[src/design/bld_pkg.sv]
package bld_pkg;

    localparam int COUNT_WIDTH_DEF = 16;
    localparam int CFG_ADDR_W      = 5;
    localparam int RES_CNT_W       = 16;
    localparam int FIFO_DEPTH      = 4;
    localparam int FIFO_PTR_W      = 2;
    localparam int FIFO_CNT_W      = 3;

    localparam logic [15:0] POLL_PERIOD_RST     = 16'd200;
    localparam logic [15:0] LONG_POLLS_RST      = 16'd10;
    localparam logic        CLEAR_EACH_POLL_RST = 1'b1;
    localparam logic        ACTIVE_LOW_RST      = 1'b0;
    localparam logic        QUIET_MODE_RST      = 1'b0;

    typedef enum logic [1:0] {
        OP_INTERRUPT = 2'd0,
        OP_TICK      = 2'd1,
        OP_CLEAR     = 2'd2,
        OP_RESERVED  = 2'd3
    } opcode_t;

    typedef enum logic [1:0] {
        EV_PRESSED  = 2'd0,
        EV_SHORT    = 2'd1,
        EV_RELEASED = 2'd2,
        EV_LONG     = 2'd3
    } event_t;

    typedef enum logic [2:0] {
        REG_POLL_PERIOD     = 3'd0,
        REG_LONG_POLLS      = 3'd1,
        REG_CLEAR_EACH_POLL = 3'd2,
        REG_ACTIVE_LOW      = 3'd3,
        REG_QUIET_MODE      = 3'd4
    } reg_index_t;

    typedef struct packed {
        logic [15:0] poll_period_ms;
        logic [15:0] long_press_polls;
        logic        clear_each_poll;
        logic        active_low;
        logic        quiet_mode;
    } cfg_t;

    typedef struct packed {
        event_t                 event_res;
        logic [RES_CNT_W-1:0]   long_press_count;
        logic                   indicated;
        logic                   last;
    } result_t;

    // Results produced by one item: count is 0, 1 or 2.
    typedef struct packed {
        logic [1:0] count;
        result_t    first;
        result_t    second;
    } push_t;

endpackage

[src/design/bld_cfg_regs.sv]
module bld_cfg_regs
    import bld_pkg::*;
(
    input  logic                  clk,
    input  logic                  rst_n,
    input  logic                  psel,
    input  logic                  penable,
    input  logic                  pwrite,
    input  logic [CFG_ADDR_W-1:0] paddr,
    input  logic [31:0]           pwdata,
    output logic [31:0]           prdata,
    output logic                  pready,
    output cfg_t                  cfg
);

    cfg_t       cfg_reg;
    reg_index_t index;
    logic       wr_en;

    assign index  = reg_index_t'(paddr[CFG_ADDR_W-1:2]);
    assign wr_en  = psel && penable && pwrite;
    assign pready = 1'b1;
    assign cfg    = cfg_reg;

    always_ff @(posedge clk or negedge rst_n)
    begin
        if (!rst_n)
        begin
            cfg_reg.poll_period_ms   <= POLL_PERIOD_RST;
            cfg_reg.long_press_polls <= LONG_POLLS_RST;
            cfg_reg.clear_each_poll  <= CLEAR_EACH_POLL_RST;
            cfg_reg.active_low       <= ACTIVE_LOW_RST;
            cfg_reg.quiet_mode       <= QUIET_MODE_RST;
        end
        else if (wr_en)
        begin
            unique case (index)
                REG_POLL_PERIOD:     cfg_reg.poll_period_ms   <= pwdata[15:0];
                REG_LONG_POLLS:      cfg_reg.long_press_polls <= pwdata[15:0];
                REG_CLEAR_EACH_POLL: cfg_reg.clear_each_poll  <= pwdata[0];
                REG_ACTIVE_LOW:      cfg_reg.active_low       <= pwdata[0];
                REG_QUIET_MODE:      cfg_reg.quiet_mode       <= pwdata[0];
                default:             ;
            endcase
        end
    end

    always_comb
    begin
        unique case (index)
            REG_POLL_PERIOD:     prdata = {16'd0, cfg_reg.poll_period_ms};
            REG_LONG_POLLS:      prdata = {16'd0, cfg_reg.long_press_polls};
            REG_CLEAR_EACH_POLL: prdata = {31'd0, cfg_reg.clear_each_poll};
            REG_ACTIVE_LOW:      prdata = {31'd0, cfg_reg.active_low};
            REG_QUIET_MODE:      prdata = {31'd0, cfg_reg.quiet_mode};
            default:             prdata = 32'd0;
        endcase
    end

endmodule

[src/design/bld_step.sv]
module bld_step
    import bld_pkg::*;
#(
    parameter int COUNT_WIDTH = COUNT_WIDTH_DEF
)
(
    input  logic    clk,
    input  logic    rst_n,
    input  logic    item_valid,
    input  opcode_t opcode,
    input  logic    int_status,
    input  logic    pin_level,
    input  logic    clear_value,
    input  cfg_t    cfg,
    output push_t   push
);

    localparam int CMP_W = (COUNT_WIDTH > 16) ? COUNT_WIDTH : 16;

    logic                   polling_reg, polling_next;
    logic                   int_en_reg, int_en_next;
    logic [COUNT_WIDTH-1:0] ms_count_reg, ms_count_next;
    logic [COUNT_WIDTH-1:0] poll_count_reg, poll_count_next;
    logic [COUNT_WIDTH-1:0] steps_reg, steps_next;
    logic                   ind_reg, ind_next;

    logic [COUNT_WIDTH-1:0] ms_inc;
    logic [COUNT_WIDTH-1:0] poll_inc;
    logic [COUNT_WIDTH-1:0] steps_inc;
    logic                   pressed;
    logic [1:0]             n;
    event_t                 ev0, ev1;
    logic [RES_CNT_W-1:0]   cnt0;

    assign ms_inc    = (ms_count_reg == '1) ? ms_count_reg : ms_count_reg + 1'b1;
    assign poll_inc  = (poll_count_reg == '1) ? poll_count_reg : poll_count_reg + 1'b1;
    assign steps_inc = (steps_reg == '1) ? steps_reg : steps_reg + 1'b1;
    assign pressed   = pin_level ^ cfg.active_low;

    always_comb
    begin
        polling_next    = polling_reg;
        int_en_next     = int_en_reg;
        ms_count_next   = ms_count_reg;
        poll_count_next = poll_count_reg;
        steps_next      = steps_reg;
        ind_next        = ind_reg;
        n               = 2'd0;
        ev0             = EV_PRESSED;
        ev1             = EV_RELEASED;
        cnt0            = '0;
        if (item_valid)
        begin
            unique case (opcode)
                OP_INTERRUPT:
                begin
                    if (int_en_reg && int_status)
                    begin
                        int_en_next     = 1'b0;
                        n               = 2'd1;
                        ev0             = EV_PRESSED;
                        poll_count_next = '0;
                        steps_next      = '0;
                        polling_next    = 1'b1;
                        ms_count_next   = '0;
                    end
                end
                OP_TICK:
                begin
                    if (polling_reg)
                    begin
                        ms_count_next = ms_inc;
                        if (CMP_W'(ms_inc) >= CMP_W'(cfg.poll_period_ms))
                        begin
                            ms_count_next = '0;
                            polling_next  = 1'b0;
                            if (!ind_reg)
                            begin
                                if (!pressed)
                                begin
                                    // A short press only when no long step was seen.
                                    if (!cfg.quiet_mode)
                                    begin
                                        ind_next = 1'b1;
                                    end
                                    if (steps_reg == '0 && !cfg.quiet_mode)
                                    begin
                                        n   = 2'd2;
                                        ev0 = EV_SHORT;
                                    end
                                    else
                                    begin
                                        n   = 2'd1;
                                        ev0 = EV_RELEASED;
                                    end
                                    int_en_next = 1'b1;
                                end
                                else
                                begin
                                    poll_count_next = poll_inc;
                                    if (CMP_W'(poll_inc) == CMP_W'(cfg.long_press_polls)
                                        && !cfg.quiet_mode)
                                    begin
                                        steps_next      = steps_inc;
                                        poll_count_next = '0;
                                        n               = 2'd1;
                                        ev0             = EV_LONG;
                                        cnt0            = RES_CNT_W'(steps_inc);
                                    end
                                    polling_next = 1'b1;
                                end
                            end
                            if (cfg.clear_each_poll)
                            begin
                                ind_next = 1'b0;
                            end
                        end
                    end
                end
                OP_CLEAR:
                begin
                    if (clear_value)
                    begin
                        ind_next = 1'b0;
                    end
                end
                OP_RESERVED: ;
            endcase
        end
    end

    always_comb
    begin
        push.count                   = n;
        push.first.event_res         = ev0;
        push.first.long_press_count  = cnt0;
        push.first.indicated         = ind_next;
        push.first.last              = (n == 2'd1);
        push.second.event_res        = ev1;
        push.second.long_press_count = '0;
        push.second.indicated        = ind_next;
        push.second.last             = 1'b1;
    end

    always_ff @(posedge clk or negedge rst_n)
    begin
        if (!rst_n)
        begin
            polling_reg    <= 1'b0;
            int_en_reg     <= 1'b1;
            ms_count_reg   <= '0;
            poll_count_reg <= '0;
            steps_reg      <= '0;
            ind_reg        <= 1'b0;
        end
        else
        begin
            polling_reg    <= polling_next;
            int_en_reg     <= int_en_next;
            ms_count_reg   <= ms_count_next;
            poll_count_reg <= poll_count_next;
            steps_reg      <= steps_next;
            ind_reg        <= ind_next;
        end
    end

endmodule

[src/design/bld_out_fifo.sv]
module bld_out_fifo
    import bld_pkg::*;
(
    input  logic                  clk,
    input  logic                  rst_n,
    input  push_t                 push,
    input  logic                  pop,
    output logic                  head_valid,
    output result_t               head,
    output logic [FIFO_CNT_W-1:0] count
);

    result_t                entry_reg [FIFO_DEPTH];
    logic [FIFO_PTR_W-1:0]  wr_ptr_reg, wr_ptr_next;
    logic [FIFO_PTR_W-1:0]  rd_ptr_reg, rd_ptr_next;
    logic [FIFO_CNT_W-1:0]  count_reg, count_next;
    logic                   do_pop;

    assign head_valid = (count_reg != '0);
    assign head       = entry_reg[rd_ptr_reg];
    assign count      = count_reg;
    assign do_pop     = pop && head_valid;

    always_comb
    begin
        wr_ptr_next = wr_ptr_reg + FIFO_PTR_W'(push.count);
        rd_ptr_next = rd_ptr_reg + FIFO_PTR_W'(do_pop);
        count_next  = count_reg + FIFO_CNT_W'(push.count) - FIFO_CNT_W'(do_pop);
    end

    always_ff @(posedge clk or negedge rst_n)
    begin
        if (!rst_n)
        begin
            wr_ptr_reg <= '0;
            rd_ptr_reg <= '0;
            count_reg  <= '0;
        end
        else
        begin
            wr_ptr_reg <= wr_ptr_next;
            rd_ptr_reg <= rd_ptr_next;
            count_reg  <= count_next;
        end
    end

    always_ff @(posedge clk)
    begin
        if (push.count != 2'd0)
        begin
            entry_reg[wr_ptr_reg] <= push.first;
        end
        if (push.count == 2'd2)
        begin
            entry_reg[wr_ptr_reg + 1'b1] <= push.second;
        end
    end

endmodule

[src/design/button_long_press_detector_core.sv]
// A result reaches m_tvalid through the input register and the result queue.
// One request per cycle while s_tready is high; the step logic updates all its state
// registers together, and a request that yields two results writes both to the queue.
// Input is held off only when the four-entry result queue could overflow.
// Reset (rst_n low, asynchronous) stops polling, enables interrupts, clears all
// counts, the indicated flag and the queue, and loads the register defaults.
module button_long_press_detector_core
    import bld_pkg::*;
#(
    parameter int COUNT_WIDTH = COUNT_WIDTH_DEF
)
(
    input  logic                  clk,
    input  logic                  rst_n,
    input  logic                  s_tvalid,
    output logic                  s_tready,
    input  logic [7:0]            s_tdata,   // int_status, pin_level, clear_value, zero pad
    input  logic [1:0]            s_tuser,   // opcode
    output logic                  m_tvalid,
    input  logic                  m_tready,
    output logic [23:0]           m_tdata,   // long_press_count[15:0], indicated, zero pad
    output logic [1:0]            m_tuser,   // event_res
    output logic                  m_tlast,
    input  logic                  psel,
    input  logic                  penable,
    input  logic                  pwrite,
    input  logic [CFG_ADDR_W-1:0] paddr,
    input  logic [31:0]           pwdata,
    output logic [31:0]           prdata,
    output logic                  pready
);

    cfg_t                  cfg;
    push_t                 push;
    result_t               head;
    logic                  head_valid;
    logic [FIFO_CNT_W-1:0] fifo_count;
    logic [FIFO_CNT_W:0]   fill_next;

    logic    item_valid_reg;
    opcode_t opcode_reg;
    logic    int_status_reg;
    logic    pin_level_reg;
    logic    clear_value_reg;

    bld_cfg_regs u_cfg_regs (
        .clk     (clk),
        .rst_n   (rst_n),
        .psel    (psel),
        .penable (penable),
        .pwrite  (pwrite),
        .paddr   (paddr),
        .pwdata  (pwdata),
        .prdata  (prdata),
        .pready  (pready),
        .cfg     (cfg)
    );

    bld_step #(
        .COUNT_WIDTH (COUNT_WIDTH)
    ) u_step (
        .clk         (clk),
        .rst_n       (rst_n),
        .item_valid  (item_valid_reg),
        .opcode      (opcode_reg),
        .int_status  (int_status_reg),
        .pin_level   (pin_level_reg),
        .clear_value (clear_value_reg),
        .cfg         (cfg),
        .push        (push)
    );

    bld_out_fifo u_out_fifo (
        .clk        (clk),
        .rst_n      (rst_n),
        .push       (push),
        .pop        (m_tready),
        .head_valid (head_valid),
        .head       (head),
        .count      (fifo_count)
    );

    // Room for two more results after this cycle's push and pop.
    assign fill_next = (FIFO_CNT_W+1)'(fifo_count) + (FIFO_CNT_W+1)'(push.count)
                     - (FIFO_CNT_W+1)'(m_tready && head_valid);
    assign s_tready  = (fill_next <= (FIFO_CNT_W+1)'(FIFO_DEPTH - 2));

    always_ff @(posedge clk or negedge rst_n)
    begin
        if (!rst_n)
        begin
            item_valid_reg <= 1'b0;
        end
        else
        begin
            item_valid_reg <= s_tvalid && s_tready;
        end
    end

    always_ff @(posedge clk)
    begin
        if (s_tvalid && s_tready)
        begin
            opcode_reg      <= opcode_t'(s_tuser);
            int_status_reg  <= s_tdata[0];
            pin_level_reg   <= s_tdata[1];
            clear_value_reg <= s_tdata[2];
        end
    end

    assign m_tvalid = head_valid;
    assign m_tuser  = head.event_res;
    assign m_tdata  = {7'd0, head.indicated, head.long_press_count};
    assign m_tlast  = head.last;

endmodule

[config.mk]
export PLATFORM = sky130hd
export DESIGN_NAME = button_long_press_detector_core
export DESIGN_NICKNAME = d
export VERILOG_FILES = /design/src/design/bld_pkg.sv /design/src/design/bld_cfg_regs.sv /design/src/design/bld_step.sv /design/src/design/bld_out_fifo.sv /design/src/design/button_long_press_detector_core.sv
export SDC_FILE = /design/constraint.sdc
export NUM_CORES = 1
export LEC_CHECK = 0
export BUFFER_PORTS_ARGS = -buffer_cell sky130_fd_sc_hd__buf_4
export CAP_MARGIN = 20
export CORE_UTILIZATION = 35
export DETAILED_ROUTE_END_ITERATION = 16
export GPL_ROUTABILITY_DRIVEN = 0
export GPL_TIMING_DRIVEN = 0
export HOLD_SLACK_MARGIN = 0.06
export PLACE_DENSITY = 0.56
export REMOVE_ABC_BUFFERS = 1
export SLEW_MARGIN = 20
export SYNTH_ARGS = -nofsm -noshare
export SYNTH_HDL_FRONTEND = slang
export SYNTH_SLANG_ARGS = --single-unit
[constraint.sdc]
create_clock -name clk -period 7.88 [get_ports clk]
set_input_delay 0 -clock clk [delete_from_list [all_inputs] [get_ports clk]]
set_output_delay 0 -clock clk [all_outputs]
set_load 0.005 [all_outputs]
==> results.py, run 1 <==
metrics = {
    "run_status": {
        "status": "finished clean",
    },
    "logic_synthesis": {
        "synth_cells": 1109,
        "synthFlopType": "dfrtp_1",
        "synth.avg_cell_area_sq_um": 9.29,
        "synth-edff-count": 9,
        "synth_top_area_share": 0.211,
        "synth_common_cells": "102 x nand2_1, 87 x dfrtp_1, 81 x nor2_1",
        "synth_area_leader_cell": "dfrtp_1",
        "synth_seq_cells": 179,
        "synthTopCellsByArea": "dfrtp_1 21%, dfxtp_1 15%, mux4_2 4.4%",
        "ys_seq_area_frac": 0.403,
        "netlist_area_sq_um": 10300,
        "ys_warn_count": 0,
        "synth_cell_types": 88,
        "async_flop_share": 0.525,
        "yosysMostFrequentCell": "nand2_1",
    },
    "global_route": {
        "grt_pass1_vias": 8087,
        "grt_overflow": 0,
        "grt_pass1_wl_microns": 43600,
        "grt_max_degree": 95,
        "antenna_found_initial": 0,
        "track_usage": 0.182,
    },
    "sta": {
        "slew_headroom": 0.274,
        "skew_ns": 0.0163,
        "fmax_ghz": 0.154,
        "setup_tns_ns": 0,
        "period_minus_slack_ns": 6.50,
        "max_slew.worst_pin.slew_ns": 1.09,
        "fin_crit_sh": 0.825,
        "hold_viol": 0,
        "setup_violations": 0,
        "drv_slew": 0,
        "rsz0062_at_grt": "no",
    },
    "setup_path": {
        "worstSetupStartpointType": "flip-flop",
        "path_class": "flip-flop to flip-flop",
        "path_max_fanout": 9,
        "crit_required_ns": 8.00,
        "crit_arrival_ns": 6.63,
        "end_kind": "flip-flop",
        "r2r_slack_ns": 1.38,
    },
    "routing": {
        "post_drt_wl_per_cell_microns": 17.1,
        "first_iter_violations": 598,
        "vias_per_cell": 5.39,
        "firstDrtPassIters": 5,
        "antenna_left": 0,
        "drt_wl_total_microns": 26700,
        "vias": 8425,
        "drcViolationCount": 0,
    },
    "final_layout": {
        "area_growth_pct": 15.1,
        "diodes": 0,
        "nNetsFinal": 1250,
        "drive_above_1_share": 0.167,
        "fillCellCount": 2896,
        "multi_input_comb_area_sq_um": 5530,
        "largest_reg_flops": 80,
        "regArea_sq_um": 4150,
    },
    "power_and_ir_drop": {
        "fin_total_pwr_w": 0.00252,
        "ir_drop_uv": 151,
        "p_per_area_nw_per_um2": 212,
        "leakage_nw": 4.81,
    },
    "clocking": {
        "numCtsBuffers": 17,
        "clock-sinks": 179,
        "hold_buffers": 26,
        "post_cts_resized": 0,
        "clkLatencyLatePin_ns": 0.44,
        "cts_setup_buffers": 0,
        "h-tree-depth": 4,
        "path_clk_slew_ns": 0.07,
        "cts_tree": "done",
        "cts_root_buf": "clkbuf_16",
        "cts.path.max_buffers": 2,
    },
    "die": {
        "die_x_microns": 174,
        "die_h_microns": 174,
        "core-area_sq_um": 28900,
        "initial_core_util": 0.357,
        "io_pins": 116,
        "rows": 62,
        "dieArea_sq_um": 30100,
    },
    "place": {
        "place.port_buffers": 68,
        "dp_hpwl_microns": 18900,
    },
    "min_path": {
        "hold_path_class": "input port to flip-flop",
    },
    "flow_run": {
        "drv_cap": 0,
    },
}
worst max-delay path, cell delays in order (launching register included):
cell       delay, ns
dfrtp_1         0.45
and3_1          0.25
nand4_1         0.26
nor4_2          0.71
nor2_1          0.22
nand2_1         0.21
nor2_1          0.09
xor2_1          0.15
ha_1            0.30
nand4_1         0.12
a2111oi_0       0.39
a21oi_1         0.34
nor3_2          0.64
o21ai_0         0.40
nand2_1         0.22
ha_1            0.20
inv_1           0.05
fa_1            0.38
xnor2_1         0.16
a211oi_1        0.33
and2_1          0.31
path summary, 6_finish.rpt:
| path | cells after the start | end | from |
|---|---|---|---|
| worst max-delay path | 20 | pin_level_reg | u_step.ms_count_reg[4] |
| worst min-delay path | 4 | u_cfg_regs.cfg[1] | penable |
| worst max register to register | 20 | pin_level_reg | u_step.ms_count_reg[4] |
| worst min register to register | 2 | u_out_fifo.entry_reg[1][2] | u_out_fifo.entry_reg[1][2] |
| max in group asynchronous | 2 | u_out_fifo.rd_ptr_reg[0] | rst_n |
| min in group asynchronous | 2 | u_out_fifo.count[0] | rst_n |
routing by layer:
metal  global-route usage  up-vias  share of wire
met2                0.290      168           0.47
met3               0.0285       11          0.031
met5                    0        -              0
li1                     -     4115              -
met1                0.257     4131           0.49
met4               0.0428        0         0.0070
cell families (layout without fill, tap and decap cells):
kind of cell             Yosys count  in the layout  share of synthesized area
flip-flops                       179            179                      0.403
multiplexers                      62             62                     0.0867
other                              2             24                   0.000729
buffers and inverters            146            193                     0.0708
adder cells (fa/ha/maj)           31             31                     0.0384
XOR/XNOR                          39             39                     0.0331
AO/OA/AOI/OAI                    269            269                      0.178
AND/OR/NAND/NOR                  381            381                      0.189
cells in the final DEF (no fill, tap or decap), types with 5 or more instances in the layout:
| master | count |
|---|---|
| or3_1 | 11 |
| or4_1 | 6 |
| nor2_1 | 79 |
| inv_6 | 8 |
| a21o_1 | 6 |
| clkbuf_16 | 20 |
| ha_1 | 30 |
| a31oi_1 | 6 |
| and4_1 | 6 |
| inv_1 | 58 |
| nor3b_1 | 6 |
| and2_1 | 8 |
| o2bb2ai_1 | 22 |
| o22ai_1 | 5 |
| conb_1 | 24 |
| nand4_1 | 25 |
| o31ai_1 | 18 |
| mux4_2 | 20 |
| dfrtp_1 | 86 |
| xor2_1 | 14 |
| dlygate4sd3_1 | 26 |
| mux2_2 | 18 |
| edfxtp_1 | 9 |
| nor3_1 | 22 |
| o21bai_1 | 5 |
| a21oi_1 | 55 |
| nand3_1 | 47 |
| mux2i_1 | 24 |
| o211ai_1 | 9 |
| o2bb2ai_2 | 11 |
| nand2b_1 | 7 |
| o21ai_1 | 22 |
| nand2_1 | 102 |
| o21ai_0 | 68 |
| and3_1 | 14 |
| nor4_1 | 14 |
| buf_4 | 69 |
| xnor2_1 | 25 |
| dfxtp_1 | 76 |
| dfstp_2 | 7 |
cell type report:
type | instances | area share
multi-input cells | 806 | 0.466
flip-flops and latches | 179 | 0.350
repair buffers | 99 | 0.0702
clock buffers | 21 | 0.0434
well taps | 384 | 0.0405
inverters | 62 | 0.0196
clock inverters | 11 | 0.00992
where the power goes:
group | internal, W | switching (W) | total, W | leakage, nW
logic | 0.000238 | 0.000284 | 0.000522 | 2.59
clock network | 0.000513 | 0.000400 | 0.000913 | 0.315
registers | 0.000995 | 0.0000889 | 0.00108 | 1.91
through the flow:
stage,hold WS (ns),area [sq um],instances,utilization,worst slack [ns]
global route,0.159,11900,1562,0.411,0.628
floorplan,-0.296,9890,1047,-,2.20
finish,0.156,11900,1562,0.411,1.38
CTS,0.118,11900,1562,0.411,0.888
detailed placement,0.179,11000,1504,0.380,0.957
global placement,0.181,10900,1499,0.377,1.05
Power figures use the tool's default switching activity.
==> run 2: changes to the inputs <==
clock period = 6.3 ns   (was 7.88 ns; I/O delays follow)
==> results.py, run 2 (synthesis results as in run 1) <==
metrics = {
    "run_status": {
        "status": "finished clean",
    },
    "global_route": {
        "antenna_found_initial": 0,
        "gr-usage-met1": 0.258,
        "grt_max_degree": 95,
        "grt.busiest_layer": "met2",
        "grt_use_met2": 0.291,
        "grt_pass1_wl_microns": 43700,
        "met3_usage": 0.0285,
        "grt_pass1_vias": 8098,
        "grt_overflow": 0,
        "track_usage": 0.182,
    },
    "sta": {
        "drv_slew": 0,
        "slew_headroom": 0.285,
        "whs_ns": 0.155,
        "fin_crit_sh": 0.915,
        "max_slew.worst_pin.slew_ns": 1.07,
        "fmax_ghz": 0.173,
        "setup_violations": 0,
        "setup_tns_ns": 0,
        "rsz0062_at_grt": "no",
        "skew_ns": 0.0130,
        "period_minus_slack_ns": 5.76,
        "hold_viol": 0,
    },
    "die": {
        "dieArea_sq_um": 30100,
        "io_pins": 116,
        "initial_core_util": 0.357,
        "die_x_microns": 174,
        "die_h_microns": 174,
        "rows": 62,
        "core-area_sq_um": 28900,
    },
    "flow_run": {
        "drv_cap": 0,
    },
    "clocking": {
        "cts_root_buf": "clkbuf_16",
        "clkLatencyLatePin_ns": 0.44,
        "numCtsBuffers": 17,
        "cts.path.max_buffers": 2,
        "clock-sinks": 179,
        "cts_tree": "done",
        "path_clk_slew_ns": 0.07,
        "h-tree-depth": 4,
    },
    "setup_path": {
        "r2r-end": "u_out_fifo.entry_reg[0][1]",
        "cpMaxStageDelayCell": "nor3_1",
        "slowest_delay_ns": 0.67,
        "end_kind": "flip-flop",
        "worstSetupStartpointType": "flip-flop",
        "path_max_fanout": 11,
        "crit_arrival_ns": 5.92,
        "ff2ff_path_depth": 16,
        "endpoint": "u_out_fifo.entry_reg[0][1]",
        "worstPathCellList": "ha_1 > nand3_1 > nor4_4 > nor2_1 > nand2_1 > nor2_1 > xor2_1 > ha_1 > nand4_1 > a2111oi_2 > a21oi_2 > or3_1 > nor3_1 > nand3_1 > and2_1 > inv_2",
        "r2r_slack_ns": 0.54,
        "path_class": "flip-flop to flip-flop",
        "startpoint": "u_step.ms_count_reg[0]",
        "crit_required_ns": 6.46,
        "r2r_start": "u_step.ms_count_reg[0]",
    },
    "final_layout": {
        "mostFrequentLayoutCell": "nand2_1",
        "largest_reg_flops": 80,
        "diodes": 0,
        "layout_common_cells": "102 x nand2_1, 86 x dfrtp_1, 79 x nor2_1, 76 x dfxtp_1, 74 x buf_4",
        "drive_above_1_share": 0.174,
        "nNetsFinal": 1255,
        "area_growth_pct": 15.8,
    },
    "power_and_ir_drop": {
        "leakage_nw": 4.87,
        "p_per_area_nw_per_um2": 264,
        "ir_drop_uv": 192,
    },
    "min_path": {
        "holdPathStages": 4,
        "hold_path_class": "input port to flip-flop",
    },
    "routing": {
        "antenna_left": 0,
        "vias_per_cell": 5.39,
        "vias": 8445,
        "post_drt_wl_per_cell_microns": 17.1,
        "firstDrtPassIters": 7,
        "first_iter_violations": 624,
        "drt_wl_total_microns": 26800,
        "drcViolationCount": 0,
    },
    "place": {
        "place.port_buffers": 68,
        "dp_hpwl_microns": 18900,
    },
}
run 2: stage by stage:
stage / power, W / setup WS (ns) / utilization / instance area [sq um] / cells
after floorplan: 0.00177 / 0.621 / - / 9890 / 1047
after global placement: 0.00200 / -0.533 / 0.377 / 10900 / 1499
after detailed placement: 0.00203 / -0.623 / 0.380 / 11000 / 1504
after CTS: 0.00320 / 0.0593 / 0.412 / 11900 / 1562
after global routing: 0.00332 / 0.0468 / 0.414 / 11900 / 1567
final: 0.00315 / 0.536 / 0.414 / 11900 / 1567
run 2: what timing repair did:
action,in CTS,in global routing
hold buffers,26,0
hold endpoints to repair,135,0
pin swaps,0,2
setup endpoints to repair,29,38
buffers inserted,0,5
resized for setup,4,4
run 2: worst min-delay path by stage:
stage	startpoint	to	slack, ns
floorplan	rst_n	item_valid_reg	-0.30
global placement	s_tdata[0]	int_status_reg	0.18
detailed placement	rst_n	u_out_fifo.count[0]	0.18
CTS	penable	u_cfg_regs.cfg[1]	0.12
global route	penable	u_cfg_regs.cfg[1]	0.16
finish	penable	u_cfg_regs.cfg[1]	0.15
run 2: per-layer routing:
layer	vias up	wire, microns
li1	4124	-
met1	4133	13000
met2	174	12600
met3	14	906
met4	0	202
met5	-	0
run 2: power breakdown:
| group | total, W | switching [W] | internal, W |
|---|---|---|---|
| Clock | 0.00114 | 0.000502 | 0.000641 |
| Combinational | 0.000654 | 0.000356 | 0.000298 |
| Sequential | 0.00136 | 0.000111 | 0.00125 |
| Total | 0.00315 | 0.000969 | 0.00218 |
run 2: cell type report:
cell class | count | area [sq um]
repair buffers | 104 | 870
inverters | 62 | 233
multi-input cells | 806 | 5560
clock inverters | 11 | 118
well taps | 384 | 480
fillers | 2892 | 16900
flip-flops and latches | 179 | 4150
clock buffers | 21 | 514
run 2: worst max-delay path: cells and delay by family, from the launching register on:
| kind | cells | cell delay [ns] |
|---|---|---|
| DFF | 1 | 0.45 |
| adders and majority gates | 2 | 0.51 |
| xor gates and xnor gates | 1 | 0.15 |
| buffers and inverters | 1 | 0.13 |
| and+or+nand+nor | 10 | 3.64 |
| AOI/OAI and AO/OA | 2 | 0.61 |
